### src/msd_pkg.sv
package msd_pkg;

    localparam int NUM_W = 24;
    localparam int TYPE_W = 8;
    localparam int CNT_W = 8;
    localparam int CFG_IDX_W = 2;

    localparam logic [NUM_W-1:0] HALF_RANGE = 24'h800000;
    localparam logic [CNT_W-1:0] CNT_MAX = 8'hff;

    // Reset values of the configuration registers.
    localparam logic [TYPE_W-1:0] TERM_TYPE_RST = 8'd0;
    localparam logic [CNT_W-1:0] RETRY_LIMIT_RST = 8'd100;
    localparam logic [NUM_W-1:0] INIT_NUMBER_RST = 24'd1;

    // Configuration register indexes.
    localparam logic [CFG_IDX_W-1:0] CFG_TERM_TYPE = 2'd0;
    localparam logic [CFG_IDX_W-1:0] CFG_RETRY_LIMIT = 2'd1;
    localparam logic [CFG_IDX_W-1:0] CFG_INIT_NUMBER = 2'd2;

    // Message, event and error codes.
    localparam logic [1:0] SEND_NONE = 2'd0;
    localparam logic [1:0] SEND_REQ = 2'd1;
    localparam logic [1:0] SEND_ACK = 2'd2;
    localparam logic [1:0] SEND_REJ = 2'd3;

    localparam logic [1:0] EVT_NONE = 2'd0;
    localparam logic [1:0] EVT_IND = 2'd1;
    localparam logic [1:0] EVT_CONF = 2'd2;

    localparam logic [1:0] ERR_NONE = 2'd0;
    localparam logic [1:0] ERR_MISMATCH = 2'd1;
    localparam logic [1:0] ERR_ABORT = 2'd2;

    typedef enum logic [2:0] {
        OP_REQ = 3'd0,
        OP_DET = 3'd1,
        OP_ACK = 3'd2,
        OP_REJ = 3'd3,
        OP_REL = 3'd4
    } op_t;

    typedef enum logic [2:0] {
        PH_IDLE = 3'b001,
        PH_OUT  = 3'b010,
        PH_IN   = 3'b100
    } phase_t;

    typedef enum logic [1:0] {
        ST_UNKNOWN = 2'd0,
        ST_MASTER  = 2'd1,
        ST_SLAVE   = 2'd2,
        ST_INDET   = 2'd3
    } status_t;

    typedef struct packed {
        logic [2:0]        operation;
        logic [TYPE_W-1:0] remote_type;
        logic [NUM_W-1:0]  remote_number;
        logic              ack_says_master;
        logic [NUM_W-1:0]  fresh_number;
    } in_t;

    typedef struct packed {
        logic [1:0]        send_kind;
        logic              send_master;
        logic [TYPE_W-1:0] send_type;
        logic [NUM_W-1:0]  send_number;
        logic [1:0]        event_kind;
        logic [1:0]        event_status;
        logic [1:0]        error_kind;
        logic              return_ok;
    } out_t;

    typedef struct packed {
        phase_t           phase;
        logic [CNT_W-1:0] retry_count;
        logic [NUM_W-1:0] local_number;
        status_t          decided;
    } state_t;

    typedef struct packed {
        logic [TYPE_W-1:0] term_type;
        logic [CNT_W-1:0]  retry_limit;
    } cfg_t;

endpackage

### src/master_slave_determination.sv
// A beat accepted at the input is held in the input stage register, then moves to the result
// register, which drives out_valid and out_data until the beat is taken.
// Throughput: one beat per cycle; in_ready falls only while the input stage holds a beat
// and the result register is full and not being taken.
// Without cfg_we, state is updated as the input stage hands its beat to the result register.
// Reset (rst_n low, asynchronous) empties both stages, sets the phase idle, the retry count
// to zero, the local number to 1, the status unknown and the registers to their defaults.
module master_slave_determination (
    input  logic                                clk,
    input  logic                                rst_n,
    input  logic                                in_valid,
    output logic                                in_ready,
    input  msd_pkg::in_t                        in_data,
    output logic                                out_valid,
    input  logic                                out_ready,
    output msd_pkg::out_t                       out_data,
    input  logic                                cfg_we,
    input  logic [msd_pkg::CFG_IDX_W-1:0]       cfg_index,
    input  logic [msd_pkg::NUM_W-1:0]           cfg_data
);
    import msd_pkg::*;

    logic   s1_valid_reg;
    in_t    s1_data_reg;
    logic   out_valid_reg;
    out_t   out_data_reg;
    state_t state_reg;
    state_t state_next;
    cfg_t   cfg_reg;
    out_t   step_res;
    logic   s1_fire;
    logic   in_fire;

    assign s1_fire  = s1_valid_reg && (!out_valid_reg || out_ready);
    assign in_ready = !s1_valid_reg || s1_fire;
    assign in_fire  = in_valid && in_ready;

    msd_step u_step (
        .st      (state_reg),
        .cfg     (cfg_reg),
        .item    (s1_data_reg),
        .st_next (state_next),
        .res     (step_res)
    );

    always_ff @(posedge clk or negedge rst_n)
    begin
        if (!rst_n)
        begin
            s1_valid_reg  <= 1'b0;
            out_valid_reg <= 1'b0;
        end
        else
        begin
            if (in_fire)
            begin
                s1_valid_reg <= 1'b1;
            end
            else if (s1_fire)
            begin
                s1_valid_reg <= 1'b0;
            end
            if (s1_fire)
            begin
                out_valid_reg <= 1'b1;
            end
            else if (out_ready)
            begin
                out_valid_reg <= 1'b0;
            end
        end
    end

    always_ff @(posedge clk)
    begin
        if (in_fire)
        begin
            s1_data_reg <= in_data;
        end
        if (s1_fire)
        begin
            out_data_reg <= step_res;
        end
    end

    // Write configuration only while idle, so it never meets a state update (unenforced).
    always_ff @(posedge clk or negedge rst_n)
    begin
        if (!rst_n)
        begin
            state_reg.phase        <= PH_IDLE;
            state_reg.retry_count  <= '0;
            state_reg.local_number <= INIT_NUMBER_RST;
            state_reg.decided      <= ST_UNKNOWN;
            cfg_reg.term_type      <= TERM_TYPE_RST;
            cfg_reg.retry_limit    <= RETRY_LIMIT_RST;
        end
        else if (cfg_we)
        begin
            if (cfg_index == CFG_TERM_TYPE)
            begin
                cfg_reg.term_type <= cfg_data[TYPE_W-1:0];
            end
            else if (cfg_index == CFG_RETRY_LIMIT)
            begin
                cfg_reg.retry_limit <= cfg_data[CNT_W-1:0];
            end
            else if (cfg_index == CFG_INIT_NUMBER)
            begin
                state_reg.local_number <= cfg_data;
            end
        end
        else if (s1_fire)
        begin
            state_reg <= state_next;
        end
    end

    assign out_valid = out_valid_reg;
    assign out_data  = out_data_reg;

`ifndef SYNTH
    a_no_indet_status: assert property (@(posedge clk) disable iff (!rst_n)
        state_reg.decided != ST_INDET)
        else $error("decided status holds the indeterminate code");

    a_req_leaves_outgoing: assert property (@(posedge clk) disable iff (!rst_n)
        (s1_fire && step_res.send_kind == SEND_REQ) |=> state_reg.phase == PH_OUT)
        else $error("request sent but phase is not outgoing");

    a_abort_goes_idle: assert property (@(posedge clk) disable iff (!rst_n)
        (s1_fire && step_res.error_kind == ERR_ABORT) |=> state_reg.phase == PH_IDLE)
        else $error("release abort did not return to idle");

    a_stall_blocks_input: assert property (@(posedge clk) disable iff (!rst_n)
        (s1_valid_reg && out_valid_reg && !out_ready) |-> !in_ready)
        else $error("input taken while both stages are full and stalled");
`endif

endmodule

### src/msd_step.sv
module msd_step (
    input  msd_pkg::state_t st,
    input  msd_pkg::cfg_t   cfg,
    input  msd_pkg::in_t    item,
    output msd_pkg::state_t st_next,
    output msd_pkg::out_t   res
);
    import msd_pkg::*;

    logic [NUM_W-1:0] diff;
    status_t          cmp_st;
    status_t          ack_st;
    logic             retry_ok;
    logic [CNT_W-1:0] cnt_inc;

    // Higher terminal type wins; on a tie the modular number difference decides.
    always_comb
    begin
        diff = item.remote_number - st.local_number;
        if (item.remote_type < cfg.term_type)
        begin
            cmp_st = ST_MASTER;
        end
        else if (item.remote_type > cfg.term_type)
        begin
            cmp_st = ST_SLAVE;
        end
        else if (diff == '0 || diff == HALF_RANGE)
        begin
            cmp_st = ST_INDET;
        end
        else if (diff < HALF_RANGE)
        begin
            cmp_st = ST_MASTER;
        end
        else
        begin
            cmp_st = ST_SLAVE;
        end
    end

    assign ack_st   = item.ack_says_master ? ST_MASTER : ST_SLAVE;
    assign retry_ok = (st.retry_count <= cfg.retry_limit);
    assign cnt_inc  = (st.retry_count == CNT_MAX) ? st.retry_count : st.retry_count + 1'b1;

    always_comb
    begin
        st_next = st;
        res     = '0;
        unique case (op_t'(item.operation))
            OP_REQ:
            begin
                res.return_ok = 1'b1;
                if (st.phase == PH_IDLE)
                begin
                    st_next.phase       = PH_OUT;
                    st_next.retry_count = CNT_W'(1);
                    res.send_kind       = SEND_REQ;
                    res.send_type       = cfg.term_type;
                    res.send_number     = st.local_number;
                end
            end
            OP_DET:
            begin
                if (st.phase != PH_IN)
                begin
                    if (cmp_st != ST_INDET)
                    begin
                        st_next.decided  = cmp_st;
                        st_next.phase    = PH_IN;
                        res.send_kind    = SEND_ACK;
                        res.send_master  = (cmp_st == ST_MASTER);
                        res.event_kind   = EVT_IND;
                        res.event_status = cmp_st;
                        res.return_ok    = 1'b1;
                    end
                    else if (st.phase == PH_IDLE)
                    begin
                        res.send_kind    = SEND_REJ;
                        res.event_kind   = EVT_IND;
                        res.event_status = st.decided;
                        res.return_ok    = 1'b1;
                    end
                    else if (retry_ok)
                    begin
                        st_next.local_number = item.fresh_number;
                        st_next.retry_count  = cnt_inc;
                        res.send_kind        = SEND_REQ;
                        res.send_type        = cfg.term_type;
                        res.send_number      = item.fresh_number;
                        res.event_kind       = EVT_IND;
                        res.event_status     = st.decided;
                        res.return_ok        = 1'b1;
                    end
                    else
                    begin
                        st_next.retry_count = '0;
                        st_next.phase       = PH_IDLE;
                    end
                end
            end
            OP_ACK:
            begin
                if (st.phase == PH_OUT)
                begin
                    st_next.decided  = ack_st;
                    st_next.phase    = PH_IDLE;
                    res.event_kind   = EVT_CONF;
                    res.event_status = ack_st;
                    res.return_ok    = 1'b1;
                end
                else if (st.phase == PH_IN)
                begin
                    if (ack_st != st.decided)
                    begin
                        res.error_kind = ERR_MISMATCH;
                    end
                    else
                    begin
                        st_next.phase    = PH_IDLE;
                        res.event_kind   = EVT_CONF;
                        res.event_status = st.decided;
                    end
                    res.return_ok = 1'b1;
                end
            end
            OP_REJ:
            begin
                if (st.phase == PH_OUT)
                begin
                    if (retry_ok)
                    begin
                        st_next.local_number = item.fresh_number;
                        st_next.retry_count  = cnt_inc;
                        res.send_kind        = SEND_REQ;
                        res.send_type        = cfg.term_type;
                        res.send_number      = item.fresh_number;
                        res.return_ok        = 1'b1;
                    end
                    else
                    begin
                        st_next.retry_count = '0;
                        st_next.phase       = PH_IDLE;
                    end
                end
                else if (st.phase == PH_IDLE)
                begin
                    res.return_ok = 1'b1;
                end
            end
            OP_REL:
            begin
                res.return_ok = 1'b1;
                if (st.phase != PH_IDLE)
                begin
                    st_next.phase  = PH_IDLE;
                    res.error_kind = ERR_ABORT;
                end
            end
            default:
            begin
                res = '0;
            end
        endcase
    end

endmodule

### config.mk
export PLATFORM = sky130hd
export DESIGN_NAME = master_slave_determination
export DESIGN_NICKNAME = d
export VERILOG_FILES = /design/src/msd_pkg.sv /design/src/master_slave_determination.sv /design/src/msd_step.sv
export SDC_FILE = /design/constraint.sdc
export NUM_CORES = 1
export LEC_CHECK = 0
export BUFFER_PORTS_ARGS = -buffer_cell sky130_fd_sc_hd__buf_2
export CAP_MARGIN = 20
export CELL_PAD_IN_SITES_DETAIL_PLACEMENT = 1
export CELL_PAD_IN_SITES_GLOBAL_PLACEMENT = 2
export CORE_MARGIN = 2
export CORE_UTILIZATION = 30
export DETAILED_ROUTE_END_ITERATION = 8
export HOLD_SLACK_MARGIN = 0.02
export PLACE_DENSITY = 0.79
export SYNTH_ARGS = -nofsm -noshare
export SYNTH_HDL_FRONTEND = slang
export SYNTH_SLANG_ARGS = --single-unit
### constraint.sdc
create_clock -name clk -period 4.6 [get_ports clk]
set_clock_uncertainty 0.1 [all_clocks]
set_input_delay 0.92 -clock clk [delete_from_list [all_inputs] [get_ports clk]]
set_output_delay 0.92 -clock clk [all_outputs]
set_load 0.02 [all_outputs]
==> impl_metrics.csv <==
group,metric,value,unit
synthesis,yosysUniqueCellTypes,92,
grt,grt_antenna_before_repair,0,
route,post_drt_wl_per_cell,19.5,µm
cells_and_area,n_antenna_cell,0,
floorplanning,start_util,30.7,%
floorplanning,rows,61,
synthesis,synth_flop_cell,"edfxtp_1",
cells_and_area,drive_gt1_share,25.5,%
synthesis,syn_inst,775,
grt,grt_pass1_vias,6883,
sta,fmax,231,MHz
setup_path,critical_path.top_delay_family,"compound AO/OA/AOI/OAI gates",
grt,grt.total_usage,17.1,%
cells_and_area,final_cell_mix,"buf_2 (134), edfxtp_1 (102), nand2_1 (68), nor2_1 (65), a21oi_1 (54)",
setup_path,reg2reg_depth,13,
sta,grt_setup_unrepaired,"no",
power_and_ir_drop,p_int,2.91,mW
cells_and_area,register_area,0.00445,mm²
placed_design,dp_slack,311,ps
cells_and_area,mostFrequentLayoutCell,"buf_2",
setup_path,crit_fanout,20,
synthesis,synth_area,0.00860,mm²
sta,fin_ws,270,ps
clock_tree,ctsRootBufferMaster,"clkbuf_16",
worst_hold_path,hold_path.class,"flip-flop to flip-flop",
setup_path,crit_start,"state_reg[5]",
power_and_ir_drop,p_per_area,441,mW/mm²
synthesis,avgSynthCellArea,11.1,µm²
power_and_ir_drop,p_seq_share,40.5,%
clock_tree,clock_latency,440,ps
synthesis,async_flop_share,35.0,%
setup_path,crit-reg2reg-launch,"state_reg[5]",
clock_tree,cts_tree,"built",
power_and_ir_drop,combPwrFrac,29.3,%
placed_design,detailed_place_hpwl,19000,µm
route,drt_pre_antenna_iters,5,
floorplanning,num_io_pins,135,
synthesis,synth-edff-count,102,
clock_tree,cts_buffer_depth,2,
cells_and_area,syn2layout_area_growth,18.0,%
power_and_ir_drop,ir_drop,0.297,mV
route,first_iter_violations,426,
setup_path,cpMaxStageDelayCell,"or4_1",
clock_tree,path_clk_slew,70,ps
job,maxCapViolCount,0,
setup_path,r2r-end,"state_reg[17]",
sta,tns,0,ps
route,antenna_left,0,
power_and_ir_drop,p_leak,4.17,nW
route,vias_per_cell,5.11,
clock_tree,numCtsBuffers,17,
synthesis,yosysTopAreaCell,"edfxtp_1",
route,drcViolationCount,0,
floorplanning,die_h,173,µm
setup_path,ff2ff_setup_slack,270,ps
sta,period_share,94.1,%
synthesis,yosysWarningCount,0,
setup_path,endpoint,"state_reg[17]",
setup_path,path_cells,"inv_1 > ha_1 > a21o_1 > a211oi_2 > a2111o_1 > a21oi_1 > o211ai_2 > a21bo_1 > or4_1 > o31a_1 > o22ai_4 > buf_12 > mux2i_1",
clock_tree,cts_num_sinks,157,
synthesis,synthesis.nets,906,
run_status,status,"finished clean",
cells_and_area,num-nets-final,1036,
synthesis,ys_seq_area_share,51.7,%
sta,setup_viol,0,
sta,slew_viol_final,0,
floorplanning,die-area,0.0300,mm²
setup_path,start_kind,"flip-flop",
synthesis,yosys-top-cells-area,"edfxtp_1 (36%), dfrtp_1 (15%), ha_1 (5.8%)",
sta,worst_pin_slew,848,ps
placed_design,gp_congestion,0.817,
floorplanning,fp.dieW,173,µm
setup_path,cp_slowest_stage_delay,510,ps
placed_design,portBuffers,134,
grt,grt_max_degree,67,
cells_and_area,postLayoutCoreUtil,36.2,%
setup_path,end_kind,"flip-flop",
clock_tree,hold_buffers,0,
grt,grt_overflow_total,0,
route,num_vias,6629,
sta,period_needed,4330,ps
sta,hold_viol,0,
cells_and_area,largest_reg_flops,60,
synthesis,yosysTopAreaCellShare,35.6,%
route,wl,25300,µm
power_and_ir_drop,power.switching,1.56,mW
floorplanning,core,0.0280,mm²
setup_path,path_buf_inv,2,
cells_and_area,fill_cells,3184,
cells_and_area,multi_input_area,0.00374,mm²
synthesis,ys_ff_latch,157,
setup_path,worstPathArrival,4580,ps
clock_tree,h-tree-depth,4,
setup_path,path_class,"flip-flop to flip-flop",
grt,grt_pass1_wl,39700,µm
sta,maxSlewHeadroom,43.5,%
power_and_ir_drop,p_clk_share,30.2,%
power_and_ir_drop,switching_share,34.9,%
setup_path,critPathRequiredTime,4850,ps
setup_path,crit_cells,13,
==> cell families after synthesis <==
group	share of synthesized area, %
adders and majority gates	5.82
buffers and inverters	4.96
and+or+nand+nor	14.2
xor gates and xnor gates	1.02
DFF	51.7
muxes	4.70
AOI/OAI and AO/OA	17.6
==> worst register-to-register path, delay by kind of cell, from the launching register on <==
family | cells | cell delay, ps
muxes | 1 | 250
buffers and inverters | 2 | 310
and+or+nand+nor | 1 | 510
DFF | 1 | 350
AOI/OAI and AO/OA | 8 | 2360
adders and majority gates | 1 | 370
==> layout make-up <==
class / instances / share of cell area [%]
clock buffers: 19 / 4.37
clock inverters: 13 / 1.06
inverters: 42 / 1.55
multi-input cells: 541 / 36.9
flip-flops and latches: 157 / 43.8
well taps: 378 / 4.66
repair buffers: 146 / 7.62
==> cells in the mapped netlist, drive strengths merged, types with 10 or more instances <==
cell	instances
clkbuf	21
mux2	11
nor2	66
a22o	24
ha	40
nand2	68
and2	11
a21o	13
inv	42
buf	10
nand4	11
mux2i	28
edfxtp	102
dfrtp	50
and3	10
a21oi	57
nand3	14
o21ai	41
==> metrics by stage <==
step	hold WS [ps]	power [mW]	area, µm²	cells
global placement	359	3.12	9580	1264
detailed placement	384	3.14	9580	1264
finish	404	4.47	10100	1296
floorplan	349	2.76	8600	775
global route	417	4.72	10100	1296
CTS	400	4.51	10100	1296
==> worst min path at each step <==
stage / startpoint / to / slack [ps] / cells after the start
after floorplan: s1_valid_reg / out_valid / 350 / 1
after CTS: s1_valid_reg / out_valid / 400 / 1
after global routing: s1_valid_reg / out_valid / 420 / 1
after global placement: s1_valid_reg / out_valid / 360 / 1
final: s1_valid_reg / out_valid / 400 / 1
after detailed placement: s1_valid_reg / out_valid / 380 / 1
==> power groups by stage <==
stage                     clock [mW]  combinational (mW)  sequential, mW
after global routing            1.43                1.45            1.83
after CTS                       1.38                1.31            1.81
final                           1.35                1.31            1.81
after floorplan                    0               0.927            1.84
after detailed placement           0                1.30            1.84
after global placement             0                1.28            1.84
==> metal layers <==
metal / up-vias / GRT usage, % / part of all wire [%]
met3: 17 / 2.81 / 3.5
met1: 3325 / 22.2 / 46
met2: 141 / 29.7 / 50
li1: 3146 / - / -
met5: - / 0 / 0
met4: 0 / 3.99 / 0.99
==> timing repair <==
| action | CTS | global route |
|---|---|---|
| endpoints found under the setup margin | 0 | 42 |
| resized for setup | 0 | 3 |
| buffers inserted | 0 | 0 |
Note: power is estimated with default switching activity, not from simulation.
